===== config.mk =====
export PLATFORM = sky130hd
export DESIGN_NAME = hamming_stream_decoder
export DESIGN_NICKNAME = d
export VERILOG_FILES = /design/src/rtl/core/hsd_pkg.sv /design/src/rtl/core/hsd_bit_mem.sv /design/src/rtl/core/hsd_out_stage.sv /design/src/rtl/core/hsd_core.sv /design/src/rtl/core/hamming_stream_decoder.sv
export SDC_FILE = /design/constraint.sdc
export NUM_CORES = 1
export LEC_CHECK = 0
export BUFFER_PORTS_ARGS = -buffer_cell sky130_fd_sc_hd__buf_2
export CORE_MARGIN = 4
export CORE_UTILIZATION = 45
export CTS_BUF_LIST = sky130_fd_sc_hd__clkbuf_8
export DETAILED_ROUTE_END_ITERATION = 7
export PLACE_DENSITY = 0.65
export SLEW_MARGIN = 20
export SYNTH_ARGS = -nofsm -noshare
export SYNTH_HDL_FRONTEND = slang
export SYNTH_SLANG_ARGS = --single-unit

===== constraint.sdc =====
create_clock -name clk_i -period 13.8 [get_ports clk_i]
set_clock_uncertainty 0.15 [all_clocks]
set_input_delay 1.38 -clock clk_i [delete_from_list [all_inputs] [get_ports clk_i]]
set_output_delay 1.38 -clock clk_i [all_outputs]
set_load 0.05 [all_outputs]

===== src/rtl/core/hsd_pkg.sv =====
package hsd_pkg;

  // Default largest data length per codeword
  localparam int MaxDataBitsDef = 255;

  // Longest parity search; covers any data length up to 32752
  localparam int ParitySearch = 15;

  typedef enum logic [2:0] {
    ST_IDLE,
    ST_LOAD,
    ST_CHECK,
    ST_SYN,
    ST_DATA,
    ST_FLUSH
  } hsd_state_e;

  // One finished data word handed to the output stage
  typedef struct packed {
    logic       valid;
    logic [7:0] data;
    logic       err;
  } hsd_push_t;

  // Output stage status seen by the sequencer
  typedef struct packed {
    logic stage_full;
    logic out_free;
  } hsd_stat_t;

  // Least k with 2^k >= k + d + 1
  function automatic int parity_count(input int d);
    int k;
    k = ParitySearch;
    for (int j = ParitySearch; j >= 1; j--) begin
      if ((1 << j) >= j + d + 1) begin
        k = j;
      end
    end
    return k;
  endfunction

  // Codeword length for a raw register value, clamped to 1..max_d
  function automatic int code_len(input int d, input int max_d);
    int e;
    e = d;
    if (e < 1) begin
      e = 1;
    end
    if (e > max_d) begin
      e = max_d;
    end
    return e + parity_count(e);
  endfunction

endpackage


===== src/rtl/core/hsd_bit_mem.sv =====
module hsd_bit_mem #(
  parameter int AddrW = 9
) (
  input  logic             clk_i,
  input  logic             we_i,
  input  logic [AddrW-1:0] waddr_i,
  input  logic             wdata_i,
  input  logic             re_i,
  input  logic [AddrW-1:0] raddr_i,
  output logic             rdata_o
);

  logic mem_q [2**AddrW];
  logic rdata_q;

  always_ff @(posedge clk_i) begin
    if (we_i) begin
      mem_q[waddr_i] <= wdata_i;
    end
  end

  always_ff @(posedge clk_i) begin
    if (re_i) begin
      rdata_q <= mem_q[raddr_i];
    end
  end

  assign rdata_o = rdata_q;

endmodule


===== src/rtl/core/hsd_out_stage.sv =====
module hsd_out_stage (
  input  logic                clk_i,
  input  logic                rst_ni,
  input  hsd_pkg::hsd_push_t  push_i,
  input  logic                flush_i,
  output hsd_pkg::hsd_stat_t  stat_o,
  output logic                out_valid_o,
  input  logic                out_ready_i,
  output logic [7:0]          data_byte_o,
  output logic                error_seen_o,
  output logic                last_o
);

  import hsd_pkg::*;

  logic       stage_full_q, stage_full_d;
  logic [7:0] stage_data_q, stage_data_d;
  logic       stage_err_q, stage_err_d;
  logic       out_valid_q, out_valid_d;
  logic [7:0] out_data_q, out_data_d;
  logic       out_err_q, out_err_d;
  logic       out_last_q, out_last_d;
  logic       out_free;

  assign out_free = !out_valid_q || out_ready_i;

  always_comb begin
    stage_full_d = stage_full_q;
    stage_data_d = stage_data_q;
    stage_err_d  = stage_err_q;
    out_valid_d  = out_valid_q && !out_ready_i;
    out_data_d   = out_data_q;
    out_err_d    = out_err_q;
    out_last_d   = out_last_q;
    // A held word moves out once the next one shows up (not last) or on flush (last)
    if ((push_i.valid || flush_i) && stage_full_q) begin
      out_valid_d = 1'b1;
      out_data_d  = stage_data_q;
      out_err_d   = stage_err_q;
      out_last_d  = flush_i;
    end
    if (push_i.valid) begin
      stage_full_d = 1'b1;
      stage_data_d = push_i.data;
      stage_err_d  = push_i.err;
    end else if (flush_i) begin
      stage_full_d = 1'b0;
    end
  end

  always_ff @(posedge clk_i or negedge rst_ni) begin
    if (!rst_ni) begin
      stage_full_q <= 1'b0;
      out_valid_q  <= 1'b0;
    end else begin
      stage_full_q <= stage_full_d;
      out_valid_q  <= out_valid_d;
    end
  end

  always_ff @(posedge clk_i) begin
    stage_data_q <= stage_data_d;
    stage_err_q  <= stage_err_d;
    out_data_q   <= out_data_d;
    out_err_q    <= out_err_d;
    out_last_q   <= out_last_d;
  end

  assign stat_o.stage_full = stage_full_q;
  assign stat_o.out_free   = out_free;
  assign out_valid_o       = out_valid_q;
  assign data_byte_o       = out_data_q;
  assign error_seen_o      = out_err_q;
  assign last_o            = out_last_q;

endmodule


===== src/rtl/core/hsd_core.sv =====
module hsd_core #(
  parameter int LenW = 9,
  parameter int PtrW = 9,
  parameter int CntW = 9
) (
  input  logic                clk_i,
  input  logic                rst_ni,
  input  logic [LenW-1:0]     cw_len_i,
  input  logic                in_valid_i,
  output logic                in_ready_o,
  input  logic [7:0]          coded_byte_i,
  input  logic                restart_i,
  output logic                mem_we_o,
  output logic [PtrW-1:0]     mem_waddr_o,
  output logic                mem_wdata_o,
  output logic                mem_re_o,
  output logic [PtrW-1:0]     mem_raddr_o,
  input  logic                mem_rdata_i,
  output hsd_pkg::hsd_push_t  push_o,
  output logic                flush_o,
  input  hsd_pkg::hsd_stat_t  stat_i
);

  import hsd_pkg::*;

  hsd_state_e state_q, state_d;

  logic [PtrW-1:0] rd_ptr_q, rd_ptr_d;
  logic [CntW-1:0] count_q, count_d;
  logic [7:0]      load_q, load_d;
  logic [2:0]      bit_cnt_q, bit_cnt_d;
  logic [LenW-1:0] idx_q, idx_d;
  logic            rd_vld_q, rd_vld_d;
  logic [LenW-1:0] rd_pos_q, rd_pos_d;
  logic [LenW-1:0] syn_q, syn_d;
  logic [6:0]      pend_q, pend_d;
  logic [2:0]      pend_cnt_q, pend_cnt_d;

  logic in_pass, issue, consume, pass_done;
  logic is_par, completes, bit_now, emit_ok;

  // Position tests for the bit coming back from the buffer
  assign is_par    = (rd_pos_q & (rd_pos_q - LenW'(1))) == '0;
  assign bit_now   = mem_rdata_i ^ (rd_pos_q == syn_q);
  assign completes = !is_par && (pend_cnt_q == 3'd7);
  assign emit_ok   = !stat_i.stage_full || stat_i.out_free;

  always_comb begin
    state_d = state_q;
    unique case (state_q)
      ST_IDLE: begin
        if (in_valid_i) begin
          state_d = ST_LOAD;
        end
      end
      ST_LOAD: begin
        if (bit_cnt_q == 3'd7) begin
          state_d = ST_CHECK;
        end
      end
      ST_CHECK: begin
        state_d = (count_q >= CntW'(cw_len_i)) ? ST_SYN : ST_FLUSH;
      end
      ST_SYN: begin
        if (pass_done) begin
          state_d = ST_DATA;
        end
      end
      ST_DATA: begin
        if (pass_done) begin
          state_d = ST_CHECK;
        end
      end
      ST_FLUSH: begin
        if (emit_ok) begin
          state_d = ST_IDLE;
        end
      end
      default: state_d = ST_IDLE;
    endcase
  end

  always_comb begin
    in_ready_o = 1'b0;
    mem_we_o   = 1'b0;
    in_pass    = 1'b0;
    consume    = 1'b0;
    flush_o    = 1'b0;
    unique case (state_q)
      ST_IDLE:  in_ready_o = 1'b1;
      ST_LOAD:  mem_we_o = 1'b1;
      ST_CHECK: in_pass = 1'b0;
      ST_SYN: begin
        in_pass = 1'b1;
        consume = rd_vld_q;
      end
      ST_DATA: begin
        in_pass = 1'b1;
        // stall on a full word the output side cannot take yet
        consume = rd_vld_q && (!completes || emit_ok);
      end
      ST_FLUSH: flush_o = stat_i.stage_full && stat_i.out_free;
      default:  in_ready_o = 1'b0;
    endcase
  end

  assign issue     = in_pass && (idx_q < cw_len_i) && (!rd_vld_q || consume);
  assign pass_done = consume && (rd_pos_q == cw_len_i);

  assign mem_waddr_o = rd_ptr_q + count_q[PtrW-1:0];
  assign mem_wdata_o = load_q[7];
  assign mem_re_o    = issue;
  assign mem_raddr_o = rd_ptr_q + PtrW'(idx_q);

  assign push_o.valid = (state_q == ST_DATA) && consume && completes;
  assign push_o.data  = {pend_q, bit_now};
  assign push_o.err   = syn_q != '0;

  always_comb begin
    rd_ptr_d   = rd_ptr_q;
    count_d    = count_q;
    load_d     = load_q;
    bit_cnt_d  = bit_cnt_q;
    idx_d      = idx_q;
    rd_vld_d   = rd_vld_q;
    rd_pos_d   = rd_pos_q;
    syn_d      = syn_q;
    pend_d     = pend_q;
    pend_cnt_d = pend_cnt_q;

    if (state_q == ST_IDLE && in_valid_i) begin
      load_d    = coded_byte_i;
      bit_cnt_d = '0;
      if (restart_i) begin
        count_d    = '0;
        pend_cnt_d = '0;
      end
    end

    // Append one coded bit per cycle, MSB first
    if (state_q == ST_LOAD) begin
      load_d    = {load_q[6:0], 1'b0};
      count_d   = count_q + CntW'(1);
      bit_cnt_d = bit_cnt_q + 3'd1;
    end

    if (state_q == ST_CHECK) begin
      idx_d    = '0;
      rd_vld_d = 1'b0;
      syn_d    = '0;
    end

    // Read pipeline shared by both passes
    if (issue) begin
      idx_d    = idx_q + LenW'(1);
      rd_vld_d = 1'b1;
      rd_pos_d = idx_q + LenW'(1);
    end else if (consume) begin
      rd_vld_d = 1'b0;
    end

    if (state_q == ST_SYN && consume) begin
      if (mem_rdata_i) begin
        syn_d = syn_q ^ rd_pos_q;
      end
      if (pass_done) begin
        idx_d = '0;
      end
    end

    if (state_q == ST_DATA && consume) begin
      if (!is_par) begin
        pend_d     = {pend_q[5:0], bit_now};
        pend_cnt_d = completes ? 3'd0 : pend_cnt_q + 3'd1;
      end
      // drop the decoded codeword from the buffer
      if (pass_done) begin
        rd_ptr_d = rd_ptr_q + PtrW'(cw_len_i);
        count_d  = count_q - CntW'(cw_len_i);
      end
    end
  end

  always_ff @(posedge clk_i or negedge rst_ni) begin
    if (!rst_ni) begin
      state_q    <= ST_IDLE;
      rd_ptr_q   <= '0;
      count_q    <= '0;
      bit_cnt_q  <= '0;
      idx_q      <= '0;
      rd_vld_q   <= 1'b0;
      pend_cnt_q <= '0;
    end else begin
      state_q    <= state_d;
      rd_ptr_q   <= rd_ptr_d;
      count_q    <= count_d;
      bit_cnt_q  <= bit_cnt_d;
      idx_q      <= idx_d;
      rd_vld_q   <= rd_vld_d;
      pend_cnt_q <= pend_cnt_d;
    end
  end

  always_ff @(posedge clk_i) begin
    load_q   <= load_d;
    rd_pos_q <= rd_pos_d;
    syn_q    <= syn_d;
    pend_q   <= pend_d;
  end

endmodule


===== src/rtl/core/hamming_stream_decoder.sv =====
// Operation: an accepted byte has its bits written into the bit buffer, then a check
// step; each complete codeword then gets one syndrome read pass and one extract pass
// over the bit memory, and a final flush step closes the byte. A new byte is taken only
// after the previous one is done, and stalls on the output side delay it. Reset
// (rst_ni low, asynchronous) empties the buffers, drops any pending word and sets
// data_bits to 11; the bit memory itself needs no clearing.
module hamming_stream_decoder #(
  parameter int MAX_DATA_BITS = hsd_pkg::MaxDataBitsDef
) (
  input  logic       clk_i,
  input  logic       rst_ni,
  input  logic       cfg_we_i,
  input  logic [7:0] cfg_data_i,
  input  logic       in_valid_i,
  output logic       in_ready_o,
  input  logic [7:0] coded_byte_i,
  input  logic       restart_i,
  output logic       out_valid_o,
  input  logic       out_ready_i,
  output logic [7:0] data_byte_o,
  output logic       error_seen_o,
  output logic       last_o
);

  import hsd_pkg::*;

  // Longest codeword, and the buffer that holds its leftover plus one more byte
  localparam int MaxParity = parity_count(MAX_DATA_BITS);
  localparam int MaxN      = MAX_DATA_BITS + MaxParity;
  localparam int BufBits   = MaxN + 8;
  localparam int PtrW      = $clog2(BufBits);
  localparam int CntW      = $clog2(BufBits + 1);
  localparam int LenW      = $clog2(MaxN + 1);

  // Codeword length is worked out once per register write, with clamping of
  // zero up to one and of large values down to MAX_DATA_BITS.
  logic [LenW-1:0] cw_len_q;

  always_ff @(posedge clk_i or negedge rst_ni) begin
    if (!rst_ni) begin
      cw_len_q <= LenW'(code_len(11, MAX_DATA_BITS));
    end else if (cfg_we_i) begin
      cw_len_q <= LenW'(code_len(int'(cfg_data_i), MAX_DATA_BITS));
    end
  end

  logic            mem_we, mem_wdata, mem_re, mem_rdata;
  logic [PtrW-1:0] mem_waddr, mem_raddr;
  hsd_push_t       push;
  hsd_stat_t       stat;
  logic            flush;

  // Circular bit buffer: pointer wraps naturally at the memory depth
  hsd_bit_mem #(
    .AddrW (PtrW)
  ) u_mem (
    .clk_i   (clk_i),
    .we_i    (mem_we),
    .waddr_i (mem_waddr),
    .wdata_i (mem_wdata),
    .re_i    (mem_re),
    .raddr_i (mem_raddr),
    .rdata_o (mem_rdata)
  );

  // Sequencer: load bits, syndrome pass, correct-and-pack pass, repeat per codeword.
  // The corrected bit is the one whose 1-based position equals the syndrome; parity
  // positions are skipped, so a syndrome naming a parity bit or lying past the
  // codeword leaves the data untouched.
  hsd_core #(
    .LenW (LenW),
    .PtrW (PtrW),
    .CntW (CntW)
  ) u_core (
    .clk_i        (clk_i),
    .rst_ni       (rst_ni),
    .cw_len_i     (cw_len_q),
    .in_valid_i   (in_valid_i),
    .in_ready_o   (in_ready_o),
    .coded_byte_i (coded_byte_i),
    .restart_i    (restart_i),
    .mem_we_o     (mem_we),
    .mem_waddr_o  (mem_waddr),
    .mem_wdata_o  (mem_wdata),
    .mem_re_o     (mem_re),
    .mem_raddr_o  (mem_raddr),
    .mem_rdata_i  (mem_rdata),
    .push_o       (push),
    .flush_o      (flush),
    .stat_i       (stat)
  );

  // Hold each finished word one step so the final word of a byte can carry last
  hsd_out_stage u_out (
    .clk_i        (clk_i),
    .rst_ni       (rst_ni),
    .push_i       (push),
    .flush_i      (flush),
    .stat_o       (stat),
    .out_valid_o  (out_valid_o),
    .out_ready_i  (out_ready_i),
    .data_byte_o  (data_byte_o),
    .error_seen_o (error_seen_o),
    .last_o       (last_o)
  );

  // The sequencer is busy right after taking a byte
  a_busy_after_accept: assert property (@(posedge clk_i) disable iff (!rst_ni)
    in_valid_i && in_ready_o |=> !in_ready_o)
    else $error("input taken again right after a byte");

  // While idle, any word still waiting at the output closes its byte
  a_idle_last: assert property (@(posedge clk_i) disable iff (!rst_ni)
    in_ready_o |-> !out_valid_o || last_o)
    else $error("idle with a word not marked last");

  // Codeword length stays within the supported range
  a_len_range: assert property (@(posedge clk_i) disable iff (!rst_ni)
    (cw_len_q >= LenW'(3)) && (cw_len_q <= LenW'(MaxN)))
    else $error("codeword length out of range");

endmodule


=== Word-level counts from Yosys, hierarchy flattened ===
Memories as Yosys holds them, arrays and structs flattened. A register that Yosys moved wholly into a read port is not among the register bits.
Index checks and enable logic that the tools add are counted.

* $add $sub $neg: 38
* Multipliers: 0
* Div/mod/pow operators: 0
* Magnitude comparators: 18
* Equal/unequal tests: 14
* Shifts and indexed selects: 0
* Mux-type cells: 60
* Bitwise gates (word level): 4
* Reductions and logical operators: 33

{| class="wikitable"
|+ Operators with widths
! cell !! number
|-
| $add A32 B2 Y32 const B || 14
|-
| $mux W9 || 25
|-
| $add A5 B32 Y32 const A || 7
|-
| $add A4 B32 Y32 const A || 4
|-
| $mux W32 || 3
|-
| $add A3 B32 Y32 const A || 2
|-
| $mux W3 || 13
|-
| $add A9 B9 Y9 || 4
|-
| $add A2 B32 Y32 const A || 1
|-
| $ge A10 B32 Y1 const A || 1
|-
| $ge A11 B32 Y1 const A || 1
|-
| $ge A12 B32 Y1 const A || 1
|-
| $ge A13 B32 Y1 const A || 1
|-
| $ge A14 B32 Y1 const A || 1
|-
| $ge A15 B32 Y1 const A || 1
|-
| $ge A16 B32 Y1 const A || 1
|-
| $ge A3 B32 Y1 const A || 1
|-
| $ge A4 B32 Y1 const A || 1
|-
| $ge A5 B32 Y1 const A || 1
|-
| $ge A6 B32 Y1 const A || 1
|-
| $ge A7 B32 Y1 const A || 1
|-
| $ge A8 B32 Y1 const A || 1
|-
| $ge A9 B32 Y1 const A || 1
|-
| $gt A32 B9 Y1 const B || 1
|-
| 33 further kinds || 79
|}

* Register bits after elaboration: 100
* Bits in latches: 0
* RAM bits: 512
* ROM bits: 0
* Bits of input ports: 22
* Output and inout port bits: 12
* Logic and storage cells: 188
* Memories kept: 1

{| class="wikitable"
|+ Memory list
! memory !! words !! bits a word !! rd ports !! clocked after Yosys merged registers in !! write ports !! RTL line !! source
|-
| u_mem.mem_q || 512 || 1 || 1 || 1 || 1 || hsd_bit_mem.sv:13 || <nowiki>logic mem_q [2**AddrW];</nowiki>
|}

=== Depth between registers and ports, before layout ===
Gate-level depths: netlist (run 1).

* Depth after elaboration: 25
* Depth in mapped cells: 21
* Depth with buffers taken out: 20

=== Hierarchy ===
A second synthesis (run 1) with hierarchy kept.

* Cell total of the unflattened synthesis: 2403
* Area, all modules: 29957.5 sq um

{| class="wikitable"
|+ By module, submodules not included
! module !! times used !! cells an instance !! area an instance (sq um) !! sequential area each (sq um)
|-
| hsd_bit_mem || 1 || 1615 || 22619.2 || 15404.8
|-
| hsd_core || 1 || 554 || 5119.9 || 1816.7
|-
| hamming_stream_decoder || 1 || 205 || 1541.5 || 230.2
|-
| hsd_out_stage || 1 || 29 || 676.9 || 620.6
|}

=== Least setup slack after synthesis (run 1) ===
OpenSTA, ideal clock, no wires.

* Path type: register to register
* Start point: register u_core.load_q[7]
* End point: memory u_mem.mem_q[0] (data pin)
* Library setup time: 1.435 ns
* Arrival time: 6.158 ns
* Required time: 12.215 ns
* Slack: 6.057 ns
* Cell stages (with the launch flop): 1
* Buffers on the path: 0
* Period minus slack after synthesis: 7.743 ns
* Path through: edfxtp_1

{| class="wikitable"
|+ RTL lines
! element !! RTL line !! source
|-
| start, declared || hsd_core.sv:30 || <nowiki>logic [7:0] load_q, load_d;</nowiki>
|-
| start signal, assigned || hsd_core.sv:205 || <nowiki>load_q <= load_d;</nowiki>
|-
| end, declared || hsd_bit_mem.sv:13 ||
|}

No word-level cell before the write port.

=== Worst setup path in the final report (run 1) ===
* Start point: input port cfg_data_i[4]
* End point: register cw_len_q[7]

* Cells in the longest elaborated chain, start to end: 25
* Elaborated cells on any way between the ends: 64
* Classes of those cells: add/sub (29); order compare (16); mux (19)

{| class="wikitable"
|+ Ends and longest elaborated chain
! element !! RTL line !! source
|-
| start, declared || hamming_stream_decoder.sv:13 || <nowiki>input logic [7:0] cfg_data_i,</nowiki>
|-
| $lt A8 B1 Y1 || hsd_pkg.sv:47 || <nowiki>if (e < 1) begin</nowiki>
|-
| $mux W8 * || hsd_pkg.sv:47 ||
|-
| $mux W32 * || hamming_stream_decoder.sv:42 || <nowiki>end else if (cfg_we_i) begin</nowiki>
|-
| $gt A32 B9 Y1 || hsd_pkg.sv:50 || <nowiki>if (e > max_d) begin</nowiki>
|-
| $mux W32 * || hsd_pkg.sv:50 ||
|-
| $mux W32 * || hamming_stream_decoder.sv:42 ||
|-
| $add A5 B32 Y32 || hsd_pkg.sv:36 || <nowiki>if ((1 << j) >= j + d + 1) begin</nowiki>
|-
| $add A32 B2 Y32 || hsd_pkg.sv:36 ||
|-
| $ge A16 B32 Y1 || hsd_pkg.sv:36 ||
|-
| $mux W1 || hsd_pkg.sv:36 ||
|-
| $mux W2 || hsd_pkg.sv:36 ||
|-
| $mux W9 (12 in a row) || hsd_pkg.sv:36 ||
|-
| $mux W9 || hamming_stream_decoder.sv:42 ||
|-
| $add A9 B9 Y9 * || hsd_pkg.sv:53 || <nowiki>return e + parity_count(e);</nowiki>
|-
| end signal, assigned || hamming_stream_decoder.sv:41 || <nowiki>cw_len_q <= LenW'(code_len(11, MAX_DATA_BITS));</nowiki>
|-
| end signal, assigned || hamming_stream_decoder.sv:43 || <nowiki>cw_len_q <= LenW'(code_len(int'(cfg_data_i), MAX_DATA_BITS));</nowiki>
|-
| end, declared || hamming_stream_decoder.sv:37 || <nowiki>logic [LenW-1:0] cw_len_q;</nowiki>
|}

Every way passes the cells marked *; elsewhere a longest branch is shown, timed or not. The select of a mux whose other input is x is not followed.
A chain may end at the register's enable or synchronous reset.

==> results of run 1 <==
## cell families after synthesis
kind of cell / after synthesis
multiplexers: 197
AND/OR/NAND/NOR: 870
buffers and inverters: 171
flip-flops: 613
AO/OA/AOI/OAI: 218
XOR/XNOR: 66
adder cells (fa/ha/maj): 74
## Yosys cell counts, types with 6 or more instances
library cell | number | area share
nor2_1 | 598 | 0.077
edfxtp_1 | 555 | 0.57
mux4_2 | 156 | 0.12
nand2_1 | 150 | 0.019
clkbuf_1 | 97 | 0.013
ha_1 | 69 | 0.030
o21ai_0 | 67 | 0.012
a21oi_1 | 57 | 0.0098
inv_1 | 48 | 0.0062
xnor2_1 | 45 | 0.014
dfrtp_1 | 44 | 0.038
mux2i_1 | 36 | 0.012
nand3_1 | 30 | 0.0052
nand2b_1 | 20 | 0.0043
xor2_1 | 20 | 0.0060
nor3_1 | 16 | 0.0028
a21o_1 | 11 | 0.0028
and3_1 | 11 | 0.0024
a22o_1 | 10 | 0.0030
buf_4 | 10 | 0.0026
dfxtp_1 | 10 | 0.0069
o21bai_1 | 10 | 0.0026
buf_2 | 9 | 0.0015
nand4_1 | 8 | 0.0017
nor2b_1 | 8 | 0.0017
o21a_1 | 8 | 0.0021
o22ai_1 | 8 | 0.0017
a211oi_1 | 7 | 0.0018
nor4_1 | 7 | 0.0015
a31oi_1 | 6 | 0.0013
and2_1 | 6 | 0.0013
## power groups by stage
| stage | logic (W) | registers (W) | clock network (W) |
|---|---|---|---|
| CTS | 0.00147 | 0.00241 | 0.00151 |
| detailed placement | 0.00146 | 0.00245 | 0 |
| finish | 0.00146 | 0.00241 | 0.00147 |
| global placement | 0.00143 | 0.00244 | 0 |
| floorplan | 0.000973 | 0.00262 | 0 |
| global route | 0.00159 | 0.00242 | 0.00159 |
## stage by stage
step | setup slack [ns] | power, W | cells
after floorplan | 6.06 | 0.00359 | 2209
after global placement | 7.93 | 0.00387 | 2989
after detailed placement | 7.87 | 0.00391 | 2989
after CTS | 8.59 | 0.00539 | 3160
after global routing | 8.10 | 0.00560 | 3160
final | 8.54 | 0.00534 | 3160
## metal layers
layer,up-vias,wire (um),GRT usage
li1,8153,-,-
met2,564,32100,0.312
met4,0,1640,0.0506
met1,9174,28900,0.264
met5,-,0,0
met3,128,4140,0.0404
## final timing paths
kind | to | slack (ns) | cells after the start
hold / removal | u_out.data_byte_o[7]$_DFFE_PP_ | 0.27 | 0
max in group asynchronous | u_out.out_valid_o$_DFF_PN0_ | 12.38 | 2
setup / recovery | cw_len_q[7]$_DFFE_PN0P_ | 8.54 | 20
setup reg to reg | u_mem.rdata_o$_DFFE_PP_ | 8.60 | 10
min in group asynchronous | cw_len_q[7]$_DFFE_PN0P_ | 0.65 | 2
hold reg to reg | u_out.data_byte_o[7]$_DFFE_PP_ | 0.27 | 0
## cell type report
| type | count | area share |
|---|---|---|
| clock buffers | 105 | 0.0453 |
| repair buffers | 56 | 0.0109 |
| clock inverters | 66 | 0.0124 |
| inverters | 49 | 0.00576 |
| well taps | 846 | 0.0332 |
| flip-flops and latches | 613 | 0.566 |
| multi-input cells | 1425 | 0.326 |
## sequential cells by signal, summed over array words and instances, names as in the netlist, 3 cells and up
name                count
u_core.idx_q            9
u_out.data_byte_o       8
u_core.rd_ptr_q         9
u_core.state_q          3
u_core.bit_cnt_q        3
u_core.rd_pos_q         9
cw_len_q                9
u_core.count_q          9
u_core.pend_cnt_q       3
u_core.load_q           8
u_core.pend_q           7
u_core.syn_q            9
u_out.stage_data_q      8
u_mem.mem_q           512
==> results.cfg, run 1 <==
[placed_design]
dpl.hpwl_um = 40400
io_buffers = 33
place_area_um2 = 30100
gp_congestion = 0.821

[synthesis]
synth_xor_area_frac = 0.0201
synthMuxAreaShare = 0.135
syn-num-nets = 2305
ys_ff_latch = 613
synth_top_family_by_area = multiplexers
synth_compound_area_frac = 0.0460
syn_area_um2 = 29100
avgSynthCellArea_um2 = 13.2
synth_ff_type = edfxtp_1
synthSimpleGateAreaFrac = 0.121
yosys.area_share.adder = 0.0331
synth-edff-count = 555
synthesis.instances = 2209
synth_cell_types = 62
ys.warnings.count = 0
ys_async_sr_fraction = 0.0783
seq_area_frac_synth = 0.621

[floorplanning]
io_pins = 34
dieArea_um2 = 68800
core_area_um2 = 63500
num_rows = 92
die_w_um = 262
die_y_um = 262
initial_core_util = 0.458

[cells_and_area]
final_common_cell = nor2_1
fin_util = 0.502
most-common-layout-cells = nor2_1, edfxtp_1, mux4_2, nand2_1, clkbuf_8
multi_input_area_um2 = 10400
n_antenna_cell = 0
final_area_um2 = 31900
seq_area_um2 = 18100
syn_to_final_growth_pct = 9.60
layout.nets = 2337
nFillCells = 5544
layout-drive-gt1-share = 0.159

[timing]
worstMarginPinSlew_ns = 1.09
holdWs_ns = 0.267
drv_slew = 0
setup-violations-final = 0
finalSetupTns_ns = 0
fmax_mhz = 190
relSlewSlack = 0.271
fin_crit_ns = 5.26
hold_viol = 0
min_period_over_period = 0.381
rsz0062_at_grt = false

[grt]
grt_overflow = 0
grt_max_degree = 135
antenna_found_initial = 0
grtUsageTotal = 0.191
grt_pass1_wl_um = 103000
grt_pass1_vias = 17900

[cts]
cts_sinks = 613
cts_tree = done
cts-resized-gates = 0
numCtsBuffers = 96
clk_latency_ns = 0.69
postCtsSetupBuffers = 0
cts_hold_buf = 0
htreeDepth = 3
path_clk_slew_ns = 0.06
cts_root_buf = clkbuf_8
clockBufferDepth = 3

[critical_path]
required_ns = 14.22
crit_arrival_ns = 5.67
max_stage_delay_ns = 0.50
cp-end-kind = register
critPathMaxFanout = 16
crit_family = compound AO/OA/AOI/OAI gates
crit_chain = buf_2 > nor3_1 > a41o_1 > inv_1 > ha_1 > nor3_1 > a31oi_1 > a211o_1 > a221oi_1 > or2_2 > nand2_1 > a21oi_1 > ha_1 > a21o_1 > a21oi_1 > nor2b_1 > o21ai_0 > nor2_1 > xnor2_1 > a21oi_1
crit_type = in2reg
timing.rr.start = u_core.idx_q[0]$_DFF_PN0_
start_kind = input port
path_common_cell = a21oi_1
critPathLaunch = cfg_data_i[4]
cp_slowest_cell = a41o_1
path_buf_inv = 2

[detailed_routing]
ant_nets = 0
drc = 0
wl_um = 66800
drt-initial-drc-count = 1752
vias_per_cell = 5.70
wl_per_cell_um = 21.1
num_vias = 18000
drt-pass1-iter-count = 5

[flow_run]
cap_violations = 0

[power]
vdd_drop_max_uv = 229
powerDensity_nw_per_um2 = 167
switching_share = 0.313
p_sw_w = 0.00167
p_int_w = 0.00366
p_clk_frac = 0.276
leakagePower_nw = 10.5
comb_power_share = 0.273
seqPwrFrac = 0.452

[worst_hold_path]
hold_class = reg2reg
hold_start = u_out.stage_data_q[7]$_DFFE_PP_

[outcome]
status = finished clean
Power figures use the tool's default switching activity.
==> run 2, diff against run 1 <==
--- a/config.mk
+++ b/config.mk
@@ -5,6 +5,7 @@
 export SDC_FILE = /design/constraint.sdc
 export NUM_CORES = 1
 export LEC_CHECK = 0
+export ABC_AREA = 1
 export BUFFER_PORTS_ARGS = -buffer_cell sky130_fd_sc_hd__buf_2
 export CORE_MARGIN = 4
 export CORE_UTILIZATION = 45
==> constraint.sdc (replaced) <==
create_clock -name clk_i -period 5.35 [get_ports clk_i]
set_clock_uncertainty 0.15 [all_clocks]
set_input_delay 0.535 -clock clk_i [delete_from_list [all_inputs] [get_ports clk_i]]
set_output_delay 0.535 -clock clk_i [all_outputs]
set_load 0.05 [all_outputs]
==> results.cfg, run 2 <==
[synthesis]
ys_async_sr_fraction = 0.0783
synth_cell_types = 48
synthesis.instances = 3296
syn-num-nets = 3392
syn_area_um2 = 31000
seq_area_frac_synth = 0.583
ys_ff_latch = 613
yosysMostFrequentCell = nor2_1
synth_ff_type = edfxtp_1
synth_top_area_frac = 0.538
synth_area_leaders = edfxtp_1, nor2_1, nand2_1
yosys-top-cells-count = nor2_1, edfxtp_1, nand2_1
ys.warnings.count = 0
avgSynthCellArea_um2 = 9.40
synth-edff-count = 555
synth.largest_area_cell = edfxtp_1

[detailed_routing]
wl_um = 83300
drc = 0
ant_nets = 0
wl_per_cell_um = 19.8
num_vias = 23900
drt-initial-drc-count = 2591
drt-pass1-iter-count = 6
vias_per_cell = 5.69

[floorplanning]
die_y_um = 270
core_area_um2 = 67800
dieArea_um2 = 73100
num_rows = 95
die_w_um = 270
initial_core_util = 0.457
io_pins = 34

[grt]
antenna_found_initial = 1
grt_overflow = 0
grt_pass1_wl_um = 128000
grt_pass1_vias = 22600
grt_max_degree = 205
grtUsageTotal = 0.222

[outcome]
status = finished clean

[critical_path]
crit_type = reg2reg
cp-end-kind = register
max_stage_delay_ns = 0.88
crit_family = buffers and inverters
cp_slowest_cell = clkinv_2
crit_arrival_ns = 4.59
r2r_slack_ns = 1.01
start_kind = register
critPathMaxFanout = 64
path_buf_inv = 2
required_ns = 5.60
crit_chain = ha_1 > fa_1 > a21oi_1 > o21ai_2 > xor2_1 > inv_1 > nor2_1 > clkinv_2 > nor3_1

[timing]
holdWs_ns = 0.137
worstMarginPinSlew_ns = 1.19
min_period_over_period = 0.811
relSlewSlack = 0.205
fmax_mhz = 230
drv_slew = 0
hold_viol = 0
rsz0062_at_grt = false
setup-violations-final = 0
fin_crit_ns = 4.34
finalSetupTns_ns = 0

[worst_hold_path]
hold_class = in2reg

[cts]
clockBufferDepth = 3
path_clk_slew_ns = 0.06
postCtsSetupBuffers = 0
clk_latency_ns = 0.73
cts_root_buf = clkbuf_8
cts_sinks = 613
htreeDepth = 3
numCtsBuffers = 102
cts_tree = done

[cells_and_area]
largest_register_ffs = 512
top_register = u_mem.mem_q
layout.nets = 3342
final_common_cell = nor2_1
most-common-layout-cells = nor2_1, edfxtp_1, nand2_1, o21ai_0, nand3_1
fin_util = 0.495
syn_to_final_growth_pct = 8.35
layout-drive-gt1-share = 0.0788

[placed_design]
gp_congestion = 0.868
io_buffers = 33
dpl.hpwl_um = 43400

[power]
powerDensity_nw_per_um2 = 449
vdd_drop_max_uv = 407
leakagePower_nw = 12.0

[flow_run]
cap_violations = 0
[run 2: layer usage]
metal,global-route usage,part of all wire,vias up
met5,0,0,-
met4,0.0754,0.031,0
met3,0.0405,0.075,188
met2,0.363,0.47,844
met1,0.299,0.42,11600
li1,-,-,11300
[run 2: timing repair]
action,in CTS,in global routing
resized for setup,0,0
hold endpoints to repair,58,0
hold buffers,11,0
endpoints found under the setup margin,0,0
[run 2: report_power, final]
group          internal (W)  switching (W)  total, W
Sequential          0.00604       0.000220   0.00626
Combinational       0.00131        0.00360   0.00491
Clock               0.00200        0.00192   0.00391
[run 2: final timing paths]
| path | cells after the start | from | to |
|---|---|---|---|
| setup / recovery | 9 | u_core.count_q[0]$_DFF_PN0_ | u_mem.mem_q[239]$_DFFE_PP_ |
| hold / removal | 3 | in_valid_i | u_core.load_q[1]$_DFFE_PP_ |
| setup reg to reg | 9 | u_core.count_q[0]$_DFF_PN0_ | u_mem.mem_q[239]$_DFFE_PP_ |
| hold reg to reg | 0 | u_out.stage_data_q[6]$_DFFE_PP_ | u_out.data_byte_o[6]$_DFFE_PP_ |
| max in group asynchronous | 3 | rst_ni | u_core.idx_q[4]$_DFF_PN0_ |
| min in group asynchronous | 3 | rst_ni | u_core.count_q[1]$_DFF_PN0_ |
[run 2: layout make-up]
class / instances / area [um2]
tap: 873 / 1090
clock buffer: 111 / 1530
antenna: 2 / 5.00
clock inverter: 71 / 359
multi-input combinational: 2312 / 11300
timing repair buffer: 86 / 691
inverter: 131 / 503
fill: 6343 / 34200
sequential: 613 / 18100
[run 2: worst min-delay path: stages]
cell     delay (ns)
buf_2          0.19
nand3_1        0.09
o21ai_0        0.06
[run 2: per-stage QoR]
stage          setup slack, ns  power, W  area (um2)  std cells
3_5_place_dp             0.802    0.0112       31600       4004
5_1_grt                  0.718    0.0160       33600       4199
4_1_cts                   1.40    0.0151       33600       4197
2_1_floorplan            -2.39   0.00974       31000       3296
3_3_place_gp             0.921    0.0112       31500       4004
6_report                  1.01    0.0151       33600       4199
[run 2: kinds of logic (layout without fill, tap and decap cells)]
| logic type | after synthesis | after routing | synth area share |
|---|---|---|---|
| AND/OR/NAND/NOR | 1747 | 1747 | 0.240 |
| XOR/XNOR | 53 | 53 | 0.0150 |
| adder cells (fa/ha/maj) | 74 | 74 | 0.0311 |
| buffers and inverters | 371 | 399 | 0.0546 |
| flip-flops | 613 | 613 | 0.583 |
| AO/OA/AOI/OAI | 438 | 438 | 0.0759 |
| other | 0 | 2 | 0 |
==> run 3, diff against run 2 <==
--- a/config.mk
+++ b/config.mk
@@ -11,7 +11,7 @@
 export CORE_UTILIZATION = 45
 export CTS_BUF_LIST = sky130_fd_sc_hd__clkbuf_8
 export DETAILED_ROUTE_END_ITERATION = 7
-export PLACE_DENSITY = 0.65
+export PLACE_DENSITY = 0.67
 export SLEW_MARGIN = 20
 export SYNTH_ARGS = -nofsm -noshare
 export SYNTH_HDL_FRONTEND = slang
==> constraint.sdc (replaced) <==
create_clock -name clk_i -period 3.5 [get_ports clk_i]
set_clock_uncertainty 0.15 [all_clocks]
set_input_delay 0.35 -clock clk_i [delete_from_list [all_inputs] [get_ports clk_i]]
set_output_delay 0.35 -clock clk_i [all_outputs]
set_load 0.05 [all_outputs]
==> results.cfg, run 3 (synthesis gave the netlist of run 2 again) <==
[grt]
grt_pass1_wl_um = 130000
grtUsageTotal = 0.223
antenna_found_initial = 1
grt_pass1_vias = 23300
grt_overflow = 0
grt_max_degree = 177

[detailed_routing]
drt-initial-drc-count = 2768
wl_per_cell_um = 19.3
ant_nets = 0
num_vias = 24400
wl_um = 83800
vias_per_cell = 5.61
drc = 0
drt-pass1-iter-count = 6

[floorplanning]
io_pins = 34
die_y_um = 270
dieArea_um2 = 73100
core_area_um2 = 67800
num_rows = 95
die_w_um = 270
initial_core_util = 0.457

[outcome]
status = finished clean

[critical_path]
path_depth = 16
path_common_cell = nand3_1
timing.rr.start = u_core.idx_q[0]$_DFF_PN0_
crit_arrival_ns = 3.66
crit_type = reg2reg
start_kind = register
crit_chain = ha_4 > fa_4 > buf_4 > buf_6 > buf_4 > nor2_1 > o21ai_0 > nand3_1 > nand2_1 > nand2_1 > nand3_1 > nand3_1 > nand3_1 > nand3_1 > nand3_2 > nand2_2
r2r_cells = 16
crit_family = adder cells
critPathLaunch = u_core.idx_q[0]$_DFF_PN0_
required_ns = 3.80
max_stage_delay_ns = 0.84
worstSetupEndpoint = u_mem.rdata_o$_DFFE_PP_
path_buf_inv = 3
critPathMaxFanout = 18
cp-end-kind = register
worstReg2RegEnd = u_mem.rdata_o$_DFFE_PP_
r2r_slack_ns = 0.13
cp_slowest_cell = fa_4

[timing]
drv_slew = 0
finalWorstSetupSlack_ns = 0.134
hold_viol = 0
min_period_over_period = 0.962
worstMarginPinSlew_ns = 0.864
setup-violations-final = 0
finalSetupTns_ns = 0
fmax_mhz = 297
relSlewSlack = 0.422
fin_crit_ns = 3.37

[power]
vdd_drop_max_uv = 536
p_total_w = 0.0237
powerDensity_nw_per_um2 = 673
leakagePower_nw = 12.8

[cells_and_area]
instances_no_fill = 4352
layout.nets = 3486
top_register = u_mem.mem_q
layout-drive-gt1-share = 0.126
most-common-layout-cells = nor2_1, edfxtp_1, nand2_1, o21ai_0, nand3_1
final_common_cell = nor2_1
largest_register_ffs = 512
fin_util = 0.520
syn_to_final_growth_pct = 13.6

[flow_run]
cap_violations = 0

[placed_design]
gp_congestion = 0.853
dpl_worst_slack_ns = -0.147
io_buffers = 33
placed_cells = 4129
dpl.hpwl_um = 46700

[cts]
numCtsBuffers = 102
cts_sinks = 613
path_clk_slew_ns = 0.06
clockBufferDepth = 3
cts_tree = done
htreeDepth = 3
clk_latency_ns = 0.73
cts_root_buf = clkbuf_8

[worst_hold_path]
hold_class = in2reg
## run 3: cell types whose count changed in the layout (fill, tap and decap cells not counted), sizes merged
| cell | previous run | this run |
|---|---|---|
| buf | 75 | 207 |
| clkinv | 30 | 44 |
| dlygate4sd3 | 11 | 21 |
| clkbuf | 111 | 109 |
| clkinvlp | 2 | 4 |
| inv | 168 | 166 |
| diode | 2 | 1 |
## run 3: worst min-delay path, stage by stage
cell and delay, ns:
buf_2 0.09, inv_1 0.04, buf_4 0.16, nor2_1 0.11
o22ai_1 0.07, inv_1 0.05
## run 3: how the worst min path moves through the flow
stage,startpoint,to,slack [ns],depth (start not counted)
finish,cfg_data_i[6],cw_len_q[6]$_DFFE_PN0P_,0.05,6
global route,cfg_data_i[6],cw_len_q[6]$_DFFE_PN0P_,0.08,6
CTS,cfg_data_i[6],cw_len_q[6]$_DFFE_PN0P_,0.02,6
detailed placement,u_core.pend_q[6]$_DFFE_PP_,u_out.stage_data_q[7]$_DFFE_PP_,0.26,0
global placement,u_out.stage_data_q[0]$_DFFE_PP_,u_out.data_byte_o[0]$_DFFE_PP_,0.25,0
floorplan,rst_ni,cw_len_q[4]$_DFFE_PN0P_,-0.1,0
## run 3: timing repair
item,4_1_cts,5_1_grt
setup endpoints to repair,0,394
hold endpoints to repair,51,0
hold buffers,21,0
resized for setup,0,48
buffers inserted,0,8
## run 3: area by class of cell
| type | instances | area, um2 |
|---|---|---|
| Inverter | 131 | 499 |
| Antenna cell | 1 | 2.50 |
| Clock inverter | 85 | 423 |
| Clock buffer | 107 | 1470 |
| Fill cell | 6203 | 32600 |
| Multi-Input combinational cell | 2312 | 11500 |
| Timing Repair Buffer | 230 | 2140 |
| Tap cell | 873 | 1090 |
| Sequential cell | 613 | 18100 |
## run 3: power breakdown
part           switching (W)  leakage (nW)  internal, W
combinational        0.00570          5.93      0.00254
sequential          0.000291          5.73      0.00922
clock                0.00296          1.10      0.00299
## run 3: metal layers
| metal | track usage | share of wire | up-vias |
|---|---|---|---|
| met5 | 0 | 0 | - |
| li1 | - | - | 11600 |
| met4 | 0.0658 | 0.025 | 0 |
| met1 | 0.307 | 0.42 | 11700 |
| met3 | 0.0364 | 0.083 | 155 |
| met2 | 0.366 | 0.48 | 983 |
## run 3: metrics by stage
step	instance area (um2)	hold slack (ns)
6_report	35200	0.0544
5_1_grt	35200	0.0764
4_1_cts	34900	0.0167
3_5_place_dp	32800	0.255
3_3_place_gp	32800	0.253
2_1_floorplan	31000	-0.0956
